## src/design/bmr_pkg.sv

```systemverilog
// shared types and constants for the block mean / rms / ac rms unit
`default_nettype none
package bmr_pkg;
	// block length register
	localparam logic [16:0] LenReset = 17'd256;
	localparam logic [16:0] LenMax   = 17'd65536;

	// root normalization and digit-by-digit square root
	localparam logic [63:0] NormLimit = 64'h1000_0000_0000_0000;
	localparam logic [63:0] RootTop   = 64'h4000_0000_0000_0000;

	// final counter values of the shared units
	localparam logic [5:0] MulLast = 6'd31;
	localparam logic [5:0] DivLast = 6'd48;

	// one finished block handed from front to back
	typedef struct packed {
		logic signed [32:0] sum;
		logic [46:0]        sq;
		logic [16:0]        n;
	} blk_t;

	// queue status seen by front and back
	typedef struct packed {
		logic full;
		logic empty;
	} qstat_t;
endpackage
`default_nettype wire

```

## src/design/bmr_front.sv

```systemverilog
// front end: length register, sample accumulation and block completion
`default_nettype none
module bmr_front (
	input  logic               clk,
	input  logic               arst_n,
	input  logic signed [15:0] sample,
	input  logic               sample_valid,
	output logic               sample_ready,
	input  logic               cfg_valid,
	output logic               cfg_ready,
	input  logic [16:0]        cfg_data,
	input  bmr_pkg::qstat_t    qstat,
	output logic               push,
	output bmr_pkg::blk_t      blk
);
	logic [16:0]        len_q;
	logic [16:0]        n_eff;
	logic [16:0]        cnt_q;
	logic [16:0]        cnt_nx;
	logic signed [32:0] sum_q;
	logic signed [32:0] sum_nx;
	logic [46:0]        sq_q;
	logic [46:0]        sq_nx;
	logic signed [31:0] prod;
	logic               acc;
	logic               last;

	assign cfg_ready    = 1'b1;
	assign sample_ready = !qstat.full;
	assign acc          = sample_valid && sample_ready;

	// effective block length: zero acts as one, large values saturate
	always_comb begin
		if (len_q == 17'd0) begin
			n_eff = 17'd1;
		end else if (len_q > bmr_pkg::LenMax) begin
			n_eff = bmr_pkg::LenMax;
		end else begin
			n_eff = len_q;
		end
	end

	// next sums and count
	assign prod   = sample * sample;
	assign sum_nx = sum_q + 33'(sample);
	assign sq_nx  = sq_q + {16'd0, prod[30:0]};
	assign cnt_nx = cnt_q + 17'd1;
	assign last   = cnt_nx >= n_eff;

	assign push    = acc && last;
	assign blk.sum = sum_nx;
	assign blk.sq  = sq_nx;
	assign blk.n   = n_eff;

	// accumulators and length register
	always_ff @(posedge clk or negedge arst_n) begin
		if (!arst_n) begin
			len_q <= bmr_pkg::LenReset;
			cnt_q <= 17'd0;
			sum_q <= 33'sd0;
			sq_q  <= 47'd0;
		end else begin
			if (cfg_valid && cfg_ready) begin
				len_q <= cfg_data;
			end
			if (acc) begin
				if (last) begin
					cnt_q <= 17'd0;
					sum_q <= 33'sd0;
					sq_q  <= 47'd0;
				end else begin
					cnt_q <= cnt_nx;
					sum_q <= sum_nx;
					sq_q  <= sq_nx;
				end
			end
		end
	end
endmodule
`default_nettype wire

```

## src/design/bmr_queue.sv

```systemverilog
// two-entry queue of finished blocks between front and back
`default_nettype none
module bmr_queue (
	input  logic            clk,
	input  logic            arst_n,
	input  logic            push,
	input  bmr_pkg::blk_t   wdata,
	input  logic            pop,
	output bmr_pkg::blk_t   head,
	output bmr_pkg::qstat_t qstat
);
	bmr_pkg::blk_t mem [2];
	logic          wr_q;
	logic          rd_q;
	logic [1:0]    cnt_q;

	assign head        = mem[rd_q];
	assign qstat.full  = cnt_q == 2'd2;
	assign qstat.empty = cnt_q == 2'd0;

	// entry storage
	always_ff @(posedge clk) begin
		if (push) begin
			mem[wr_q] <= wdata;
		end
	end

	// pointers and fill count
	always_ff @(posedge clk or negedge arst_n) begin
		if (!arst_n) begin
			wr_q  <= 1'b0;
			rd_q  <= 1'b0;
			cnt_q <= 2'd0;
		end else begin
			if (push) begin
				wr_q <= !wr_q;
			end
			if (pop) begin
				rd_q <= !rd_q;
			end
			if (push && !pop) begin
				cnt_q <= cnt_q + 2'd1;
			end else if (pop && !push) begin
				cnt_q <= cnt_q - 2'd1;
			end
		end
	end
endmodule
`default_nettype wire

```

## src/design/bmr_back.sv

```systemverilog
// back end: iterative products, divides and square roots for one block
`default_nettype none
module bmr_back (
	input  logic               clk,
	input  logic               arst_n,
	input  bmr_pkg::blk_t      head,
	input  bmr_pkg::qstat_t    qstat,
	output logic               pop,
	output logic               result_valid,
	input  logic               result_ready,
	output logic signed [31:0] mean_q16,
	output logic [31:0]        rms_q16,
	output logic [31:0]        ac_rms_q16
);
	typedef enum logic [2:0] {
		S_IDLE, S_MUL, S_MDIV, S_NORM, S_SQRT, S_RDIV, S_PUSH
	} state_t;

	state_t      state_q;
	logic [5:0]  cnt_q;
	logic        sel_q;
	logic        res_valid_q;

	// datapath registers
	logic        sign_q;
	logic [31:0] mag_q;
	logic [16:0] n_q;
	logic [63:0] mt_acc_q, mt_cand_q, ms_acc_q, ms_cand_q;
	logic [16:0] mt_plier_q;
	logic [31:0] ms_plier_q;
	logic [63:0] var_q;
	logic [63:0] v_q;
	logic [4:0]  k_q;
	logic [63:0] sq_rem_q, sq_res_q, sq_bit_q;
	logic [48:0] div_num_q, div_quo_q;
	logic [46:0] div_rem_q, div_d_q;
	logic signed [31:0] mean_q;
	logic [31:0] rms_q, ac_q;
	logic signed [31:0] mean_o_q;
	logic [31:0] rms_o_q, ac_o_q;

	// combinational helpers
	logic        start, mul_last, div_last, v_zero, norm_done, sqrt_last, push_ok;
	logic [32:0] neg_sum;
	logic [31:0] head_mag;
	logic [47:0] div_t;
	logic        div_ge;
	logic [46:0] div_rem_nx;
	logic [48:0] div_quo_nx;
	logic [63:0] sq_rb, sq_res_nx, sq_rem_nx;
	logic        sq_ge;
	logic [46:0] d_k;
	logic [31:0] mean_sat, root_sat;

	assign start     = (state_q == S_IDLE) && !qstat.empty;
	assign pop       = start;
	assign mul_last  = cnt_q == bmr_pkg::MulLast;
	assign div_last  = cnt_q == bmr_pkg::DivLast;
	assign v_zero    = v_q == 64'd0;
	assign norm_done = v_q >= bmr_pkg::NormLimit;
	assign sqrt_last = sq_bit_q[0];
	assign push_ok   = !res_valid_q || result_ready;

	assign neg_sum  = 33'(-head.sum);
	assign head_mag = head.sum[32] ? neg_sum[31:0] : head.sum[31:0];

	// restoring divider step
	assign div_t      = {div_rem_q, div_num_q[48]};
	assign div_ge     = div_t >= {1'b0, div_d_q};
	assign div_rem_nx = div_ge ? 47'(div_t - {1'b0, div_d_q}) : div_t[46:0];
	assign div_quo_nx = {div_quo_q[47:0], div_ge};

	// square root step
	assign sq_rb     = sq_res_q + sq_bit_q;
	assign sq_ge     = sq_rem_q >= sq_rb;
	assign sq_rem_nx = sq_ge ? sq_rem_q - sq_rb : sq_rem_q;
	assign sq_res_nx = sq_ge ? (sq_res_q >> 1) + sq_bit_q : sq_res_q >> 1;

	assign d_k = {30'd0, n_q} << k_q;

	// saturation of the mean and root quotients
	always_comb begin
		if (sign_q) begin
			mean_sat = (div_quo_nx > 49'h0_8000_0000) ? 32'h8000_0000
				: 32'(-div_quo_nx[31:0]);
		end else begin
			mean_sat = (div_quo_nx > 49'h0_7FFF_FFFF) ? 32'h7FFF_FFFF
				: div_quo_nx[31:0];
		end
		root_sat = (div_quo_nx > 49'h0_FFFF_FFFF) ? 32'hFFFF_FFFF : div_quo_nx[31:0];
	end

	assign result_valid = res_valid_q;
	assign mean_q16     = mean_o_q;
	assign rms_q16      = rms_o_q;
	assign ac_rms_q16   = ac_o_q;

	// sequencer state and output valid
	always_ff @(posedge clk or negedge arst_n) begin
		if (!arst_n) begin
			state_q     <= S_IDLE;
			cnt_q       <= 6'd0;
			sel_q       <= 1'b0;
			res_valid_q <= 1'b0;
		end else begin
			if (res_valid_q && result_ready && state_q != S_PUSH) begin
				res_valid_q <= 1'b0;
			end
			unique case (state_q)
				S_IDLE: begin
					if (start) begin
						state_q <= S_MUL;
						cnt_q   <= 6'd0;
					end
				end
				S_MUL: begin
					if (mul_last) begin
						state_q <= S_MDIV;
						cnt_q   <= 6'd0;
					end else begin
						cnt_q <= cnt_q + 6'd1;
					end
				end
				S_MDIV: begin
					cnt_q <= cnt_q + 6'd1;
					if (div_last) begin
						state_q <= S_NORM;
						sel_q   <= 1'b0;
					end
				end
				S_NORM: begin
					if (v_zero) begin
						if (!sel_q) begin
							sel_q <= 1'b1;
						end else begin
							state_q <= S_PUSH;
						end
					end else if (norm_done) begin
						state_q <= S_SQRT;
					end
				end
				S_SQRT: begin
					if (sqrt_last) begin
						state_q <= S_RDIV;
						cnt_q   <= 6'd0;
					end
				end
				S_RDIV: begin
					cnt_q <= cnt_q + 6'd1;
					if (div_last) begin
						if (!sel_q) begin
							sel_q   <= 1'b1;
							state_q <= S_NORM;
						end else begin
							state_q <= S_PUSH;
						end
					end
				end
				S_PUSH: begin
					if (push_ok) begin
						state_q     <= S_IDLE;
						res_valid_q <= 1'b1;
					end
				end
				default: state_q <= S_IDLE;
			endcase
		end
	end

	// datapath
	always_ff @(posedge clk) begin
		case (state_q)
			S_IDLE: begin
				if (start) begin
					sign_q     <= head.sum[32];
					mag_q      <= head_mag;
					n_q        <= head.n;
					mt_acc_q   <= 64'd0;
					ms_acc_q   <= 64'd0;
					mt_cand_q  <= {17'd0, head.sq};
					mt_plier_q <= head.n;
					ms_cand_q  <= {32'd0, head_mag};
					ms_plier_q <= head_mag;
				end
			end
			S_MUL: begin
				if (mt_plier_q[0]) begin
					mt_acc_q <= mt_acc_q + mt_cand_q;
				end
				if (ms_plier_q[0]) begin
					ms_acc_q <= ms_acc_q + ms_cand_q;
				end
				mt_cand_q  <= mt_cand_q << 1;
				ms_cand_q  <= ms_cand_q << 1;
				mt_plier_q <= mt_plier_q >> 1;
				ms_plier_q <= ms_plier_q >> 1;
				// mean divide: (mag * 65536 + n / 2) / n
				if (mul_last) begin
					div_num_q <= {1'b0, mag_q, 16'd0} + 49'(n_q >> 1);
					div_d_q   <= {30'd0, n_q};
					div_rem_q <= 47'd0;
					div_quo_q <= 49'd0;
				end
			end
			S_MDIV: begin
				div_num_q <= div_num_q << 1;
				div_rem_q <= div_rem_nx;
				div_quo_q <= div_quo_nx;
				if (div_last) begin
					mean_q <= mean_sat;
					v_q    <= mt_acc_q;
					k_q    <= 5'd0;
					var_q  <= (mt_acc_q >= ms_acc_q) ? mt_acc_q - ms_acc_q : 64'd0;
				end
			end
			S_NORM: begin
				if (v_zero) begin
					if (!sel_q) begin
						rms_q <= 32'd0;
						v_q   <= var_q;
						k_q   <= 5'd0;
					end else begin
						ac_q <= 32'd0;
					end
				end else if (!norm_done) begin
					v_q <= v_q << 2;
					k_q <= k_q + 5'd1;
				end else begin
					sq_rem_q <= v_q;
					sq_res_q <= 64'd0;
					sq_bit_q <= bmr_pkg::RootTop;
				end
			end
			S_SQRT: begin
				sq_rem_q <= sq_rem_nx;
				sq_res_q <= sq_res_nx;
				sq_bit_q <= sq_bit_q >> 2;
				// root divide: (r * 65536 + d / 2) / d, d = n << k
				if (sqrt_last) begin
					div_num_q <= {1'b0, sq_res_nx[31:0], 16'd0} + 49'(d_k >> 1);
					div_d_q   <= d_k;
					div_rem_q <= 47'd0;
					div_quo_q <= 49'd0;
				end
			end
			S_RDIV: begin
				div_num_q <= div_num_q << 1;
				div_rem_q <= div_rem_nx;
				div_quo_q <= div_quo_nx;
				if (div_last) begin
					if (!sel_q) begin
						rms_q <= root_sat;
						v_q   <= var_q;
						k_q   <= 5'd0;
					end else begin
						ac_q <= root_sat;
					end
				end
			end
			S_PUSH: begin
				if (push_ok) begin
					mean_o_q <= mean_q;
					rms_o_q  <= rms_q;
					ac_o_q   <= ac_q;
				end
			end
			default: begin
			end
		endcase
	end
endmodule
`default_nettype wire

```

## src/design/block_mean_rms_acrms_q16.sv

```systemverilog
// top level of the block mean, rms and ac rms unit
//
// channel   direction  handshake                    payload
// sample    in         sample_valid / sample_ready  sample
// result    out        result_valid / result_ready  mean_q16, rms_q16, ac_rms_q16
// cfg       in         cfg_valid / cfg_ready        cfg_data (block_length)
//
// samples are taken one per cycle while sample_ready is high; a finished
// block is queued (two entries); per block the back end runs a start step,
// multiply steps and mean divide steps, then per nonzero root shift steps,
// a load step, root steps and divide steps (a single step for a zero root),
// and a hand-off of the result that waits while an earlier result is not
// yet taken; sample_ready drops only while both queue entries wait
// reset clears sums, count and queue and sets block_length to 256; cfg_ready
// is always high
`default_nettype none
module block_mean_rms_acrms_q16 (
	input  logic               clk,
	input  logic               arst_n,
	input  logic signed [15:0] sample,
	input  logic               sample_valid,
	output logic               sample_ready,
	input  logic               cfg_valid,
	output logic               cfg_ready,
	input  logic [16:0]        cfg_data,
	output logic               result_valid,
	input  logic               result_ready,
	output logic signed [31:0] mean_q16,
	output logic [31:0]        rms_q16,
	output logic [31:0]        ac_rms_q16
);
	bmr_pkg::blk_t   blk;
	bmr_pkg::blk_t   head;
	bmr_pkg::qstat_t qstat;
	logic            push;
	logic            pop;

	bmr_front u_front (
		.clk          (clk),
		.arst_n       (arst_n),
		.sample       (sample),
		.sample_valid (sample_valid),
		.sample_ready (sample_ready),
		.cfg_valid    (cfg_valid),
		.cfg_ready    (cfg_ready),
		.cfg_data     (cfg_data),
		.qstat        (qstat),
		.push         (push),
		.blk          (blk)
	);

	bmr_queue u_queue (
		.clk    (clk),
		.arst_n (arst_n),
		.push   (push),
		.wdata  (blk),
		.pop    (pop),
		.head   (head),
		.qstat  (qstat)
	);

	bmr_back u_back (
		.clk          (clk),
		.arst_n       (arst_n),
		.head         (head),
		.qstat        (qstat),
		.pop          (pop),
		.result_valid (result_valid),
		.result_ready (result_ready),
		.mean_q16     (mean_q16),
		.rms_q16      (rms_q16),
		.ac_rms_q16   (ac_rms_q16)
	);

	// a block is queued only on an accepted sample
	assert property (@(posedge clk) disable iff (!arst_n)
		push |-> (sample_valid && sample_ready))
		else $error("block queued without a sample transaction");

	// the back end never takes from an empty queue
	assert property (@(posedge clk) disable iff (!arst_n)
		pop |-> !qstat.empty)
		else $error("pop from empty queue");

	// a full queue holds off the sample channel
	assert property (@(posedge clk) disable iff (!arst_n)
		qstat.full |-> !sample_ready)
		else $error("sample ready while queue full");
endmodule
`default_nettype wire
```

## config.mk

```make
export PLATFORM = sky130hd
export DESIGN_NAME = block_mean_rms_acrms_q16
export DESIGN_NICKNAME = d
export VERILOG_FILES = /design/src/design/bmr_pkg.sv /design/src/design/bmr_front.sv /design/src/design/bmr_queue.sv /design/src/design/bmr_back.sv /design/src/design/block_mean_rms_acrms_q16.sv
export SDC_FILE = /design/constraint.sdc
export NUM_CORES = 2
export LEC_CHECK = 0
export ABC_AREA = 1
export BUFFER_PORTS_ARGS = -buffer_cell sky130_fd_sc_hd__buf_2
export CORE_UTILIZATION = 57
export DETAILED_ROUTE_END_ITERATION = 6
export GPL_TIMING_DRIVEN = 0
export PLACE_DENSITY = 0.74
export SYNTH_ARGS = -nofsm -noshare
export SYNTH_HDL_FRONTEND = slang
export SYNTH_SLANG_ARGS = --single-unit
```

## constraint.sdc

```tcl
create_clock -name clk -period 14.1 [get_ports clk]
set_input_delay 1.41 -clock clk [delete_from_list [all_inputs] [get_ports clk]]
set_output_delay 1.41 -clock clk [all_outputs]
set_load 0.05 [all_outputs]
```

==> results.sh <==
export IMPL_start_kind="input port"
export IMPL_clkLatencyLatePin_ps=840
export IMPL_cp_max_fo=10
export IMPL_cts_max_level=4
export IMPL_syn_inst=12700
export IMPL_status="finished with violations"
export IMPL_p_clk_share_pct=17.6
export IMPL_cts_buffers=151
export IMPL_fmax_mhz=106
export IMPL_pin_count=137
export IMPL_yosysWarningCount=0
export IMPL_slew_headroom_pct=-6.72
export IMPL_rrSetupSlack_ps=5890
export IMPL_cts_root_buf="clkbuf_16"
export IMPL_place_gp_congestion=1.13
export IMPL_fin_crit_sh_pct=67.2
export IMPL_drv_cap=1
export IMPL_worst_pin_slew_ps=1580
export IMPL_rsz0062_at_grt="no"
export IMPL_post_cts_buffers=0
export IMPL_fin_nets=13900
export IMPL_port_buffers=135
export IMPL_cts_sinks=1354
export IMPL_post_drt_wl_per_cell_um=23.9
export IMPL_syn_area_per_cell_sq_um=7.87
export IMPL_maxSlewViolCount=4
export IMPL_cpMostUsedCell="nand2_1"
export IMPL_stdcell_count=15500
export IMPL_cpPeakStageDelay_ps=850
export IMPL_dp_hpwl_um=303000
export IMPL_hold_violations=0
export IMPL_pwr_share_seq_pct=23.9
export IMPL_min_period_ps=9470
export IMPL_grt_pass1_wl_um=542000
export IMPL_internal_power_w=0.0120
export IMPL_place_inst=15200
export IMPL_setup_viol=0
export IMPL_ys_seq_elements=1354
export IMPL_rows=153
export IMPL_pwr_share_comb_pct=58.5
export IMPL_switching_power_w=0.0115
export IMPL_postCtsResizedCells=0
export IMPL_hold_ws_ps=414
export IMPL_yosys_top_cells_area="edfxtp_1 (37%), nand2_1 (11%), inv_1 (7.6%)"
export IMPL_finish_utilization_pct=62.9
export IMPL_dp_slack_ps=3880
export IMPL_die_h_um=421
export IMPL_vias_per_cell=5.99
export IMPL_synth_nets=13500
export IMPL_sw_frac_of_total_pct=49.0
export IMPL_grt_use_total_pct=41.4
export IMPL_initial_core_util_pct=57.4
export IMPL_skew_ps=40.7
export IMPL_cp_end_kind="register"
export IMPL_antenna_found_initial=21
export IMPL_synth_cell_types=72
export IMPL_drcViolationCount=0
export IMPL_areaGrowthSynthToFinish_pct=9.59
export IMPL_die_width_um=421
export IMPL_ys_async_sr_fraction_pct=9.53
export IMPL_drt_first_iter_violations=10700
export IMPL_overflow=0
export IMPL_grt_start_max_net_pins=70
export IMPL_grt_pass1_vias=89100
export IMPL_cts_tree="done"
export IMPL_synth_top_area_share_pct=36.8
export IMPL_drive_gt1_share_pct=4.90
export IMPL_synthFlopType="edfxtp_1"
export IMPL_clk_pin_slew_ps=60
export IMPL_syn_area_sq_mm=0.0999
export IMPL_violations="capacitance limit, slew limit"
export IMPL_wl_um=371000
export IMPL_clk_path_buf_depth=3
export IMPL_yosysTopAreaCell="edfxtp_1"
export IMPL_arrival_ps=10060
export IMPL_dieArea_sq_mm=0.177
export IMPL_total_power_w=0.0234
export IMPL_cp_slowest_cell="fa_1"
export IMPL_yosysSeqAreaShare_pct=40.1
export IMPL_first_pass_iters=7
export IMPL_mostFrequentLayoutCells="nand2_1 (2868), inv_1 (2027), nor2_1 (1557)"
export IMPL_vdd_drop_max_v=0.00210
export IMPL_holdBufCountCts=0
export IMPL_synth_edf_count=1225
export IMPL_vias=92800
export IMPL_core_sq_mm=0.174
export IMPL_drtAntennaViolNets=0
export IMPL_powerDensity_mw_per_mm2=214
export IMPL_path_class="input port to register"
export IMPL_total_leakage_power_nw=48.3
export IMPL_hold_class="register to register"
export IMPL_setup_ws_ps=4630
export IMPL_critPathRequiredTime_ps=14690
export IMPL_layout_commonest_cell="nand2_1"
[cells in the mapped netlist, types with 14 or more instances]
cell      number
a31oi_1      191
ha_1         576
and2_1        17
fa_1         233
a22o_1        44
dfrtp_1      128
nor4_1        50
o21bai_1      81
nand3_1      517
a21o_1        75
o21ai_2       16
o21ai_1       38
inv_2         21
o22ai_1       20
nor2_2        14
nand2_1     2872
nand4_1      130
or2_2         60
buf_2         45
o21ai_0      801
o211ai_1     115
o21a_1        53
edfxtp_1    1225
nor3_1       158
inv_1       2028
xnor2_1      124
a22oi_1       39
a21boi_0      33
a21oi_1      816
nor2_1      1561
nand3b_1      24
xor2_1       224
buf_1         20
a211oi_1      17
clkbuf_1     200
[area by class of cell]
type / instances / area, sq um
Inverter: 2054 / 7710
Buffer: 282 / 1200
Clock inverter: 95 / 1070
Multi-Input combinational cell: 9003 / 51000
Timing Repair Buffer: 178 / 1440
Clock buffer: 186 / 4010
Sequential cell: 1354 / 40000
Tap cell: 2325 / 2910
Fill cell: 15000 / 64600
Antenna cell: 13 / 32.5
[sequential cells by signal (all words and copies together) (netlist names), 48 cells and up]
name              count
u_back.v_q           64
u_back.sq_res_q      64
u_back.div_num_q     49
u_back.sq_rem_q      64
u_back.mt_acc_q      64
u_back.var_q         64
u_back.ms_acc_q      64
u_back.mt_cand_q     64
u_back.div_quo_q     48
u_back.ms_cand_q     64
u_queue.mem         194
[cells by family after synthesis]
kind of cell / count (synthesis) / synth area share [%]
xor gates and xnor gates: 351 / 3.10
adders and majority gates: 809 / 11.9
AOI/OAI and AO/OA: 2381 / 13.6
muxes: 9 / 0.0952
buffers and inverters: 2336 / 8.92
DFF: 1354 / 40.1
other: 1 / 0.00376
and+or+nand+nor: 5452 / 22.3
[per-layer routing]
metal  part of all wire [%]  global-route usage [%]  vias up
met1                     36                    49.3    43900
met2                     45                    66.8     5017
met3                    9.7                    8.53     1129
met4                    8.5                    29.6       14
li1                       -                       -    42800
met5                  0.039                       0        -
[worst paths after layout]
kind,start,end,cells after the start
setup reg to reg,u_back.sq_res_q[20],u_back.div_num_q[47],34
setup / recovery,sample[5],u_queue.mem[1][55],34
hold reg to reg,u_back.rms_q[20],u_back.rms_q16[20],0
min in group asynchronous,arst_n,u_front.sq_q[29],1
hold / removal,u_back.rms_q[20],u_back.rms_q16[20],0
max in group asynchronous,arst_n,u_front.len_q[8],2
[power groups by stage]
| stage | clock network [W] | logic [W] | registers [W] |
|---|---|---|---|
| 2_1_floorplan | 0 | 0.00914 | 0.00567 |
| 3_3_place_gp | 0 | 0.0132 | 0.00568 |
| 3_5_place_dp | 0 | 0.0134 | 0.00567 |
| 4_1_cts | 0.00414 | 0.0136 | 0.00559 |
| 5_1_grt | 0.00428 | 0.0151 | 0.00561 |
| 6_report | 0.00413 | 0.0137 | 0.00559 |
[critical path, delay by kind of cell]
| family | cells | cell delay (ps) |
|---|---|---|
| xor gates and xnor gates | 1 | 200 |
| and+or+nand+nor | 15 | 2470 |
| AOI/OAI and AO/OA | 2 | 230 |
| adders and majority gates | 8 | 4240 |
| buffers and inverters | 8 | 1480 |
[per-stage QoR]
step	TNS, ps	area [sq um]
finish	0	109000
global route	0	109000
CTS	0	109000
detailed placement	0	104000
global placement	-757310	103000
floorplan	0	99900
Note: power is estimated with default switching activity, not from simulation.
